### src/rtl/piaw_pkg.sv
// piaw_pkg: shared types and constants of the two-channel pi controller
// no dependencies; used by pi_controller_antiwindup and tb_top

package piaw_pkg;

   localparam int CHANNELS = 2;
   localparam int CH_W     = 1;

   localparam int ERR_W = 13;
   localparam int PT_W  = 29;
   localparam int ACC_W = 48;
   localparam int P2K_W = 41;
   localparam int NUM_W = 50;

   localparam int PULSE_MAX = 255;

   localparam logic signed [11:0] TEMP_FAULT    = 12'sd850;
   localparam logic [9:0]         ADC_FAULT_MIN = 10'd80;

   localparam logic [ACC_W-1:0] ACC_MAX = {1'b0, {(ACC_W-1){1'b1}}};
   localparam logic [ACC_W-1:0] ACC_MIN = {1'b1, {(ACC_W-1){1'b0}}};

   // drive = floor(num / 10000), exact for num below 2^29
   localparam int          DIV_SHIFT = 43;
   localparam logic [29:0] DIV_RECIP = 30'd879609303;
   localparam logic [NUM_W-1:0] NUM_SAT = 50'd327680000;
   localparam logic [14:0] DRIVE_MAX = 15'h7fff;

   typedef enum logic [2:0] {
      CSR_SETPOINT_CH0  = 3'd0,
      CSR_SETPOINT_CH1  = 3'd1,
      CSR_SETPOINT_HUM  = 3'd2,
      CSR_GAIN_P        = 3'd3,
      CSR_GAIN_I        = 3'd4,
      CSR_PULSE_MODE    = 3'd5,
      CSR_PULSE_PERIOD  = 3'd6,
      CSR_HUMIDITY_SENS = 3'd7
   } csr_idx_type;

endpackage

### src/rtl/piaw_ram.sv
// piaw_ram: generic single-write, single-read ram with registered read data
// no dependencies

module piaw_ram #(
   parameter int WIDTH = 48,
   parameter int DEPTH = 2
) (
   input  logic                     clock,
   input  logic                     wr_en,
   input  logic [$clog2(DEPTH)-1:0] wr_addr,
   input  logic [WIDTH-1:0]         wr_data,
   input  logic                     rd_en,
   input  logic [$clog2(DEPTH)-1:0] rd_addr,
   output logic [WIDTH-1:0]         rd_data
);

   logic [WIDTH-1:0] mem_ff [DEPTH];
   logic [WIDTH-1:0] rd_data_ff;

   always_ff @(posedge clock) begin
      if (wr_en) begin
         mem_ff[wr_addr] <= wr_data;
      end
      if (rd_en) begin
         rd_data_ff <= mem_ff[rd_addr];
      end
   end

   assign rd_data = rd_data_ff;

endmodule

### src/rtl/pi_controller_antiwindup.sv
// pi_controller_antiwindup: two-channel pi controller, integrator reset anti-windup
// depends on piaw_pkg and piaw_ram (integrator store)
// rsp_valid is registered via s1 to s4 and out; one word per cycle unless stalled
// integrators sit in a 2-entry ram read in stage 1 and written in stage 2, forwarded
// reset (synchronous): pipeline empty, csr registers zero, integrators read as zero

module pi_controller_antiwindup #(
   parameter int unsigned FULL_DRIVE = 255
) (
   input  logic                clock,
   input  logic                reset,
   input  logic                req_valid,
   output logic                req_stall,
   input  logic                req_channel,
   input  logic signed [11:0]  req_measured_temp,
   input  logic [9:0]          req_measured_humidity,
   input  logic [9:0]          req_humidity_adc,
   output logic                rsp_valid,
   input  logic                rsp_stall,
   output logic [14:0]         rsp_drive,
   output logic signed [12:0]  rsp_control_error,
   output logic                rsp_sensor_fault,
   input  logic                csr_valid,
   output logic                csr_ready,
   input  logic [2:0]          csr_index,
   input  logic [15:0]         csr_wdata
);

   localparam int PULSE_LIM = (piaw_pkg::PULSE_MAX * FULL_DRIVE) / 2;
   localparam int FULL_LIM  = 2 * FULL_DRIVE;
   localparam int LIM_MAX   = (PULSE_LIM > FULL_LIM) ? PULSE_LIM : FULL_LIM;
   localparam int LIM_W     = $clog2(LIM_MAX + 1);
   localparam int LIM5_W    = LIM_W + 3;
   localparam int CMP_W     = ((LIM5_W + 1 > piaw_pkg::PT_W) ? LIM5_W + 1 : piaw_pkg::PT_W) + 1;
   localparam logic [LIM_W:0]   FD_V     = FULL_DRIVE[LIM_W:0];
   localparam logic [LIM_W-1:0] LIM_FULL = FULL_LIM[LIM_W-1:0];

   localparam int ERR_W = piaw_pkg::ERR_W;
   localparam int PT_W  = piaw_pkg::PT_W;
   localparam int ACC_W = piaw_pkg::ACC_W;
   localparam int P2K_W = piaw_pkg::P2K_W;
   localparam int NUM_W = piaw_pkg::NUM_W;

   // configuration registers
   logic signed [11:0] sp0_ff, sp1_ff;
   logic [9:0]         sph_ff;
   logic [15:0]        kp_ff, ki_ff;
   logic               pmode_ff, hum_ff;
   logic [7:0]         pulse_ff;

   // pipeline
   logic en;
   logic s1_vld_ff, s2_vld_ff, s3_vld_ff, s4_vld_ff, out_vld_ff;

   logic                    s1_ch_ff, s2_ch_ff;
   logic signed [ERR_W-1:0] s1_err_ff, s2_err_ff, s3_err_ff, s4_err_ff, out_err_ff;
   logic                    s1_flt_ff, s2_flt_ff, s3_flt_ff, s4_flt_ff, out_flt_ff;
   logic [LIM_W-1:0]        s1_lim_ff;
   logic [LIM5_W-1:0]       s2_lim5_ff;
   logic [PT_W-1:0]         s2_pt_ff, s2_ip_ff;
   logic [ACC_W-1:0]        s3_acc_ff;
   logic [P2K_W-1:0]        s3_p2k_ff;
   logic [PT_W-1:0]         s4_num_ff;
   logic                    s4_zero_ff, s4_sat_ff;
   logic [14:0]             out_drive_ff;

   // integrator store, entry valid bits and write forwarding
   logic [piaw_pkg::CHANNELS-1:0] ent_vld_ff;
   logic                          rd_vld_ff;
   logic                          fwd_vld_ff;
   logic                          fwd_ch_ff;
   logic [ACC_W-1:0]              fwd_data_ff;
   logic [ACC_W-1:0]              ram_rd;
   logic                          wr_en;

   // stage 0 signals
   logic                    s1_flt_in;
   logic signed [ERR_W-1:0] s1_err_in, err_hum, err_tmp;
   logic signed [11:0]      sp_sel;
   logic [LIM_W:0]          pprod;
   logic [LIM_W-1:0]        s1_lim_in;

   // stage 1 signals
   logic signed [29:0] err_x, kp_x, ki_x, pmul, imul;
   logic [LIM5_W-1:0]  s2_lim5_in;

   // stage 2 signals
   logic [ACC_W-1:0]      integ;
   logic [ACC_W:0]        isum;
   logic [ACC_W-1:0]      isat;
   logic signed [CMP_W-1:0] pt_c, lim_c;
   logic                  clr;
   logic [ACC_W-1:0]      s3_acc_in;
   logic signed [P2K_W-1:0] pt_x, s3_p2k_in;

   // stage 3 signals
   logic signed [NUM_W-1:0] num;
   logic                    s4_zero_in, s4_sat_in;

   // stage 4 signals
   logic [58:0] qprod;
   logic [14:0] out_drive_in;

   assign en        = !(out_vld_ff && rsp_stall);
   assign req_stall = !en;
   assign csr_ready = 1'b1;

   always_ff @(posedge clock) begin
      if (reset) begin
         sp0_ff   <= '0;
         sp1_ff   <= '0;
         sph_ff   <= '0;
         kp_ff    <= '0;
         ki_ff    <= '0;
         pmode_ff <= 1'b0;
         pulse_ff <= '0;
         hum_ff   <= 1'b0;
      end else if (csr_valid && csr_ready) begin
         unique case (piaw_pkg::csr_idx_type'(csr_index))
            piaw_pkg::CSR_SETPOINT_CH0:  sp0_ff   <= csr_wdata[11:0];
            piaw_pkg::CSR_SETPOINT_CH1:  sp1_ff   <= csr_wdata[11:0];
            piaw_pkg::CSR_SETPOINT_HUM:  sph_ff   <= csr_wdata[9:0];
            piaw_pkg::CSR_GAIN_P:        kp_ff    <= csr_wdata;
            piaw_pkg::CSR_GAIN_I:        ki_ff    <= csr_wdata;
            piaw_pkg::CSR_PULSE_MODE:    pmode_ff <= csr_wdata[0];
            piaw_pkg::CSR_PULSE_PERIOD:  pulse_ff <= csr_wdata[7:0];
            piaw_pkg::CSR_HUMIDITY_SENS: hum_ff   <= csr_wdata[0];
         endcase
      end
   end

   // stage 0: error, fault check, limit
   always_comb begin
      err_hum = $signed({3'b000, sph_ff}) - $signed({3'b000, req_measured_humidity});
      sp_sel  = req_channel ? sp1_ff : sp0_ff;
      err_tmp = {sp_sel[11], sp_sel} - {req_measured_temp[11], req_measured_temp};
      if (req_channel && hum_ff) begin
         s1_flt_in = (req_humidity_adc < piaw_pkg::ADC_FAULT_MIN);
         s1_err_in = s1_flt_in ? '0 : err_hum;
      end else begin
         s1_flt_in = (req_measured_temp >= piaw_pkg::TEMP_FAULT);
         s1_err_in = s1_flt_in ? '0 : err_tmp;
      end
      pprod     = {{(LIM_W - 7){1'b0}}, pulse_ff} * FD_V;
      s1_lim_in = (req_channel && pmode_ff) ? pprod[LIM_W:1] : LIM_FULL;
   end

   // stage 1: products, limit times five
   always_comb begin
      err_x      = {{(30 - ERR_W){s1_err_ff[ERR_W-1]}}, s1_err_ff};
      kp_x       = {14'b0, kp_ff};
      ki_x       = {14'b0, ki_ff};
      pmul       = err_x * kp_x;
      imul       = err_x * ki_x;
      s2_lim5_in = {3'b000, s1_lim_ff} + {1'b0, s1_lim_ff, 2'b00};
   end

   // stage 2: integrator update, saturation, clear
   always_comb begin
      if (fwd_vld_ff && (fwd_ch_ff == s2_ch_ff)) begin
         integ = fwd_data_ff;
      end else if (rd_vld_ff) begin
         integ = ram_rd;
      end else begin
         integ = '0;
      end
      isum = {integ[ACC_W-1], integ} + {{(ACC_W + 1 - PT_W){s2_ip_ff[PT_W-1]}}, s2_ip_ff};
      priority if (isum[ACC_W:ACC_W-1] == 2'b01) begin
         isat = piaw_pkg::ACC_MAX;
      end else if (isum[ACC_W:ACC_W-1] == 2'b10) begin
         isat = piaw_pkg::ACC_MIN;
      end else begin
         isat = isum[ACC_W-1:0];
      end
      pt_c  = {{(CMP_W - PT_W){s2_pt_ff[PT_W-1]}}, s2_pt_ff};
      lim_c = {{(CMP_W - LIM5_W){1'b0}}, s2_lim5_ff};
      clr   = (pt_c >= lim_c) || (pt_c <= -lim_c);
      s3_acc_in = clr ? '0 : isat;
      pt_x      = {{(P2K_W - PT_W){s2_pt_ff[PT_W-1]}}, s2_pt_ff};
      s3_p2k_in = (pt_x <<< 11) - (pt_x <<< 5) - (pt_x <<< 4);
   end

   assign wr_en = en && s2_vld_ff;

   piaw_ram #(
      .WIDTH(ACC_W),
      .DEPTH(piaw_pkg::CHANNELS)
   ) u_integ_ram (
      .clock   (clock),
      .wr_en   (wr_en),
      .wr_addr (s2_ch_ff),
      .wr_data (s3_acc_in),
      .rd_en   (en),
      .rd_addr (s1_ch_ff),
      .rd_data (ram_rd)
   );

   // stage 3: numerator, range checks
   always_comb begin
      num = $signed({{(NUM_W - ACC_W){s3_acc_ff[ACC_W-1]}}, s3_acc_ff})
          + $signed({{(NUM_W - P2K_W){s3_p2k_ff[P2K_W-1]}}, s3_p2k_ff});
      s4_zero_in = num[NUM_W-1] || (num == '0);
      s4_sat_in  = !num[NUM_W-1] && (num >= $signed(piaw_pkg::NUM_SAT));
   end

   // stage 4: divide by 10000 through the reciprocal
   always_comb begin
      qprod = {30'b0, s4_num_ff} * {29'b0, piaw_pkg::DIV_RECIP};
      priority if (s4_sat_ff) begin
         out_drive_in = piaw_pkg::DRIVE_MAX;
      end else if (s4_zero_ff) begin
         out_drive_in = '0;
      end else begin
         out_drive_in = qprod[piaw_pkg::DIV_SHIFT+14:piaw_pkg::DIV_SHIFT];
      end
   end

   always_ff @(posedge clock) begin
      if (reset) begin
         s1_vld_ff  <= 1'b0;
         s2_vld_ff  <= 1'b0;
         s3_vld_ff  <= 1'b0;
         s4_vld_ff  <= 1'b0;
         out_vld_ff <= 1'b0;
         ent_vld_ff <= '0;
         rd_vld_ff  <= 1'b0;
         fwd_vld_ff <= 1'b0;
      end else if (en) begin
         s1_vld_ff  <= req_valid;
         s2_vld_ff  <= s1_vld_ff;
         s3_vld_ff  <= s2_vld_ff;
         s4_vld_ff  <= s3_vld_ff;
         out_vld_ff <= s4_vld_ff;
         rd_vld_ff  <= ent_vld_ff[s1_ch_ff];
         if (s2_vld_ff) begin
            ent_vld_ff[s2_ch_ff] <= 1'b1;
            fwd_vld_ff           <= 1'b1;
         end
      end
   end

   always_ff @(posedge clock) begin
      if (en) begin
         s1_ch_ff     <= req_channel;
         s1_err_ff    <= s1_err_in;
         s1_flt_ff    <= s1_flt_in;
         s1_lim_ff    <= s1_lim_in;
         s2_ch_ff     <= s1_ch_ff;
         s2_err_ff    <= s1_err_ff;
         s2_flt_ff    <= s1_flt_ff;
         s2_lim5_ff   <= s2_lim5_in;
         s2_pt_ff     <= pmul[PT_W-1:0];
         s2_ip_ff     <= imul[PT_W-1:0];
         s3_err_ff    <= s2_err_ff;
         s3_flt_ff    <= s2_flt_ff;
         s3_acc_ff    <= s3_acc_in;
         s3_p2k_ff    <= s3_p2k_in;
         s4_err_ff    <= s3_err_ff;
         s4_flt_ff    <= s3_flt_ff;
         s4_num_ff    <= num[PT_W-1:0];
         s4_zero_ff   <= s4_zero_in;
         s4_sat_ff    <= s4_sat_in;
         out_err_ff   <= s4_err_ff;
         out_flt_ff   <= s4_flt_ff;
         out_drive_ff <= out_drive_in;
         if (s2_vld_ff) begin
            fwd_ch_ff   <= s2_ch_ff;
            fwd_data_ff <= s3_acc_in;
         end
      end
   end

   assign rsp_valid         = out_vld_ff;
   assign rsp_drive         = out_drive_ff;
   assign rsp_control_error = out_err_ff;
   assign rsp_sensor_fault  = out_flt_ff;

   // checks
   a_clear_writes_zero: assert property (@(posedge clock) disable iff (reset)
      (wr_en && clr) |=> (fwd_data_ff == '0))
      else $error("integrator clear did not write zero");

   a_fault_zero_error: assert property (@(posedge clock) disable iff (reset)
      (rsp_valid && rsp_sensor_fault) |-> (rsp_control_error == '0))
      else $error("fault word carries nonzero error");

   a_entry_valid_after_write: assert property (@(posedge clock) disable iff (reset)
      wr_en |=> (ent_vld_ff[$past(s2_ch_ff)] && fwd_vld_ff))
      else $error("integrator entry not marked after write");

endmodule

### config.mk
export PLATFORM = sky130hd
export DESIGN_NAME = pi_controller_antiwindup
export DESIGN_NICKNAME = d
export VERILOG_FILES = /design/src/rtl/piaw_pkg.sv /design/src/rtl/piaw_ram.sv /design/src/rtl/pi_controller_antiwindup.sv
export SDC_FILE = /design/constraint.sdc
export NUM_CORES = 2
export LEC_CHECK = 0
export BUFFER_PORTS_ARGS = -buffer_cell sky130_fd_sc_hd__buf_2
export CORE_MARGIN = 1
export CORE_UTILIZATION = 45
export DETAILED_ROUTE_END_ITERATION = 10
export PLACE_DENSITY = 0.63
export RECOVER_POWER = 50
export REMOVE_ABC_BUFFERS = 1
export SLEW_MARGIN = 20
export SYNTH_ARGS = -nofsm -noshare
export SYNTH_HDL_FRONTEND = slang
export SYNTH_SLANG_ARGS = --single-unit
### constraint.sdc
create_clock -name clock -period 17.25 [get_ports clock]
set_input_delay 2.5875 -clock clock [delete_from_list [all_inputs] [get_ports clock]]
set_output_delay 2.5875 -clock clock [all_outputs]
set_load 0.1 [all_outputs]
# Yosys cells after proc, flatten, opt, wreduce, memory -nomap -nowiden
# Memories as Yosys holds them, arrays and structs flattened. A register that Yosys moved wholly into a read port is not among the register bits.
# Index checks and enable logic that the tools add are counted.
[word_totals]
ff_bits = 432
latchBits = 0
ram_bits = 96
mem_bits_ro = 0
out_inout_bits = 32
wordCells = 113
mem_count = 1
[mem_list]
columns = ["memory", "words", "word_bits", "read_ports", "rd_clocked_by_memory_dff", "write_ports", "line", "text"]
rows = [
  ["u_integ_ram.mem_ff", 2, 48, 1, 1, 1, "piaw_ram.sv:17", "logic [WIDTH-1:0] mem_ff [DEPTH];"],
]
[op_classes]
n_addsub = 8
n_mul = 4
n_div = 0
order_cmp = 8
n_eq_ne = 10
shifts = 0
n_mux = 17
bitwise = 2
reduce_logical = 23
[op_table]
columns = ["op", "count"]
rows = [
  ["2-to-1 mux 48 bit", 5],
  ["multiplier 13 x 17 -> 29 bit", 2],
  ["multiplier 29 x 30 -> 58 bit (second input constant)", 1],
  ["logical NOT 50 bit", 1],
  ["adder 48 x 29 -> 49 bit", 1],
  ["adder 48 x 41 -> 49 bit", 1],
  ["greater-or-equal comparator 49 x 30 -> 1 bit (second input constant)", 1],
  ["subtractor 40 x 34 -> 41 bit", 1],
  ["subtractor 41 x 33 -> 41 bit", 1],
  ["2-to-1 mux 13 bit", 3],
  ["less-or-equal comparator 29 x 30 -> 1 bit", 1],
  ["negation 18 -> 30 bit", 1],
  ["greater-or-equal comparator 29 x 19 -> 1 bit", 1],
  ["adder 15 x 17 -> 18 bit", 1],
  ["AND reduction 2 bit", 9],
  ["multiplier 8 x 8 -> 16 bit (second input constant)", 1],
  ["2-to-1 mux 15 bit", 1],
  ["subtractor 12 x 12 -> 13 bit", 1],
  ["== test 3 bit (second input constant)", 4],
  ["greater-or-equal comparator 12 x 11 -> 1 bit (second input constant)", 1],
  ["2-to-1 mux 12 bit", 1],
  ["subtractor 10 x 10 -> 11 bit", 1],
  ["< comparator 10 x 7 -> 1 bit (second input constant)", 1],
  ["logical AND 1 bit", 7],
  ["14 further kinds", 24],
]

# Depth between registers and ports, before layout
[logic_depth]
ltp_word = 8
ltp_mapped = 28
depth_no_buf = 28

# Hierarchy
# Synthesis repeated with hierarchy kept, for this count alone.
[unflattened]
cells_unflattened = 5921
area_unflattened_um2 = 60875.9
[by_module_without_submodules]
columns = ["mod", "instances", "cells_each", "area_per_inst_um2", "seq_area_each_um2"]
rows = [
  ["pi_controller_antiwindup", 1, 5722, 55879.8, 12001.5],
  ["piaw_ram", 1, 199, 4996.0, 4324.1],
]

# Least setup slack after synthesis
# OpenSTA, ideal clock, no wires.
[synth_path]
path_kind = "input -> output"
from = "in rsp_stall"
to = "out req_stall"
arrival_time_ns = 13.618
t_required_ns = 14.662
path_slack_ns = 1.044
path_stages = 2
n_path_buf = 0
cell_sequence = "nand2_1 inv_1"
[synth_via]
elab_chain_cells = 1
[synth_rtl]
columns = ["element", "line", "text"]
rows = [
  ["from (decl)", "pi_controller_antiwindup.sv:19", "input logic rsp_stall,"],
  ["logical AND 1 bit", "pi_controller_antiwindup.sv:104", "assign en = !(out_vld_ff && rsp_stall);"],
  ["to (decl)", "pi_controller_antiwindup.sv:13", "output logic req_stall,"],
]
# No other way between the ends.

# Worst setup path in the final report
[layout_path]
from = "reg s4_num_ff[5]"
to = "reg out_drive_ff[14], in the netlist rsp_drive[14] (data pin)"
[layout_via]
elab_chain_cells = 2
[layout_rtl]
columns = ["element", "line", "text"]
rows = [
  ["from (decl)", "pi_controller_antiwindup.sv:63", "logic [PT_W-1:0] s4_num_ff;"],
  ["from (signal assigned)", "pi_controller_antiwindup.sv:260", "s4_num_ff <= num[PT_W-1:0];"],
  ["multiplier 29 x 30 -> 58 bit", "pi_controller_antiwindup.sv:208", "qprod = {30'b0, s4_num_ff} * {29'b0, piaw_pkg::DIV_RECIP};"],
  ["2-to-1 mux 15 bit", "pi_controller_antiwindup.sv:211", "end else if (s4_zero_ff) begin"],
  ["to (signal assigned)", "pi_controller_antiwindup.sv:265", "out_drive_ff <= out_drive_in;"],
  ["to (decl)", "pi_controller_antiwindup.sv:65", "logic [14:0] out_drive_ff;"],
]
# No other way between the ends.
# A chain may end at the register's enable or synchronous reset.

==> metrics.yaml <==
clock_tree:
  cts_buffer_depth: 3
  numClockSinks: 572
  clk_latency_ps: 650
  holdBufCountCts: 0
  path_clk_slew_ps: 60
  htree_levels: 3
  clockRootBuffer: "clkbuf_16"
  cts_tree: "built"
  postCtsResizedCells: 0
  cts-buffers-inserted: 68
  post_cts_buffers: 0
critical_path:
  worstSetupEndpointType: "register"
  criticalPathCategory: "register to register"
  startpoint_type: "register"
  cp.arrival_ps: 9090
  crit_fanout: 6
  critPathRequiredTime_ps: 17620
  rrSetupSlack_ps: 8530
  rr_worst_depth: 23
  timing.rr.end: "rsp_drive[14]"
  r2r_start: "s4_num_ff[5]"
detailed_routing:
  via_count: 40970
  drt_iter0_drc: 2638
  drc: 0
  drt-total-wl_um: 147300
  wl_per_cell_um: 19.06
  routed_via_density: 5.302
  postRouteAntennaNets: 0
  first_pass_iters: 6
yosys:
  syn_inst: 5894
  syn_avg_cell_area_um2: 10.27
  synth-edff-count: 487
  synthFlopType: "edfxtp_1"
  ys_ff_latch: 572
  syn-cell-area_um2: 60520
  yosys_warnings: 0
  ys_async_sr_fraction_pct: 0
  synth_seq_area_share_pct: 26.98
  synthDistinctLibCells: 89
timing:
  relSlewSlack_pct: -168.1
  max_freq_ghz: 0.1146
  rsz0062_at_grt: "no"
  finalSetupViolations: 0
  finalCritPeriodShare_pct: 50.57
  hold_viol_final: 0
  fin_crit_ps: 8723
  setup_tns_ps: 0
  tightest_slew_ps: 4022
  slew_violations: 884
  finClkSkew_ps: 32.45
floorplanning:
  start_util_pct: 45.35
  boundaryPins: 89
  die_x_um: 368.7
  fp.dieArea_um2: 136000
  die_h_um: 368.7
  num_rows: 134
  coreArea_um2: 133500
final_layout:
  finalNetCount: 7502
  areaGrowthSynthToFinish_pct: 7.062
  fin_util_pct: 48.55
  fin_area_um2: 64790
  n_antenna_cell: 0
  drive_above_1_share_pct: 4.497
  fin_cells: 7728
global_route:
  grt_max_degree: 86
  gr-total-overflow: 0
  grt_pass1_vias: 42690
  track_usage_pct: 22.20
  antenna_found_initial: 0
  grt_pass1_wl_um: 236100
hold_path:
  hold_class: "register to register"
  whs_endpoint: "s3_err_ff[1]"
  min_path_cells: 0
  worstHoldStart: "s2_err_ff[1]"
place:
  place.gp.congestion: 0.9420
  postPlaceCellArea_um2: 62720
  dp.cells: 7604
  dp_hpwl_um: 117200
  io_buffer_count: 83
flow_run:
  drv_cap: 21
status:
  violations: "max-capacitance violations, max-slew violations"
  outcome: "finished, violations left"
==> Yosys cell counts (46+ instances only) <==
cell,n,area (um2)
dfxtp_1,85,1702
a21oi_1,285,1426
and2_1,166,1039
xor2_1,68,595.6
o21ai_0,188,940.9
fa_1,744,14890
nand3_1,97,485.5
nand4_1,52,325.3
ha_1,795,9947
inv_1,1095,4110
edfxtp_1,487,14620
nor2_1,175,656.9
clkbuf_1,150,563.0
a21o_1,120,900.9
xnor2_1,155,1358
mux2_2,61,686.9
nor3_1,46,230.2
nand2b_1,59,369.1
nand2_1,640,2402
==> final cells by class <==
type	count	area [um2]
fill	12390	68670
multi-input combinational	4056	39410
sequential	572	16330
inverter	1095	4110
tap	1768	2212
clock buffer	89	1842
timing repair buffer	113	534.3
clock inverter	35	357.8
==> worst max-delay path, stage by stage (launching register included) <==
cell	delay [ps]
edfxtp_1	630
inv_1	180
fa_1	670
fa_1	510
fa_1	450
fa_1	520
fa_1	440
fa_1	500
inv_1	60
fa_1	540
inv_1	50
fa_1	490
inv_1	40
ha_1	260
inv_1	30
or4_1	520
a21oi_1	560
o211ai_1	280
a311oi_1	780
a31oi_1	310
a21oi_1	270
a21oi_1	110
xnor2_1	150
o21ai_0	90
==> flip-flops by register name, summed over array words and instances, names as in the netlist, 15 cells and up <==
register / cells
rsp_drive: 15
s1_lim_ff: 15
s4_num_ff: 29
s2_lim5_ff: 18
ki_ff: 16
s2_pt_ff: 29
u_integ_ram.mem_ff: 96
fwd_data_ff: 48
kp_ff: 16
u_integ_ram.rd_data: 48
s3_p2k_ff: 37
s3_acc_ff: 48
s2_ip_ff: 29
==> cell families (layout without fill, tap and decap cells) <==
family	count (synthesis)	after routing	share of synthesized area (%)
fa+ha+maj	1539	1539	41.05
simple gates	1375	1375	10.70
buf+inv	1266	1332	7.933
compound gates	852	852	8.890
flops	572	572	26.98
xor+xnor	223	223	3.227
mux	66	66	1.218
other cells	1	1	0.006196
==> how the worst max path moves through the flow <==
stage / start / endpoint / slack [ps] / depth (start not counted)
6_report: s4_num_ff[5] / rsp_drive[14] / 8530 / 23
3_5_place_dp: s4_num_ff[5] / rsp_drive[14] / 8530 / 23
2_1_floorplan: rsp_stall / req_stall / 1040 / 2
4_1_cts: s4_num_ff[5] / rsp_drive[14] / 8500 / 23
5_1_grt: rsp_stall / rsp_control_error[2] / 8090 / 5
3_3_place_gp: s4_num_ff[5] / rsp_drive[10] / 8650 / 23
==> cells in the final DEF, fill, tap and decap left out, types with 42 or more instances in the layout <==
| master | Yosys | final |
|---|---|---|
| inv_1 | 1095 | 1094 |
| a21oi_1 | 285 | 285 |
| nor2_1 | 175 | 174 |
| edfxtp_1 | 487 | 487 |
| ha_1 | 795 | 795 |
| fa_1 | 744 | 744 |
| xnor2_1 | 155 | 155 |
| nand4_1 | 52 | 52 |
| a21o_1 | 120 | 120 |
| and2_1 | 166 | 158 |
| clkbuf_1 | 150 | 63 |
| nand2_1 | 640 | 640 |
| nand2b_1 | 59 | 59 |
| clkbuf_16 | 0 | 69 |
| nor3_1 | 46 | 44 |
| dfxtp_1 | 85 | 84 |
| xor2_1 | 68 | 68 |
| nand3_1 | 97 | 97 |
| o21ai_0 | 188 | 190 |
| buf_2 | 5 | 55 |
| mux2_2 | 61 | 61 |
| nor2b_1 | 42 | 42 |
==> per-stage QoR <==
| stage | hold WS, ps | worst slack [ps] |
|---|---|---|
| detailed placement | 405.7 | 8534 |
| finish | 407.4 | 8527 |
| floorplan | 400.3 | 1044 |
| global placement | 402.7 | 8646 |
| CTS | 420.1 | 8497 |
| global route | 427.4 | 8086 |
==> per-layer routing <==
layer	share of wire [%]	track usage (%)	vias up
met5	0	0	-
met4	2.8	5.961	0
met3	5.3	3.128	216
met2	47	37.06	1021
met1	45	30.17	20330
li1	-	-	19410
Power is not shown: default switching activity piles up to over one toggle a cycle in this logic, so the estimate is an artifact.
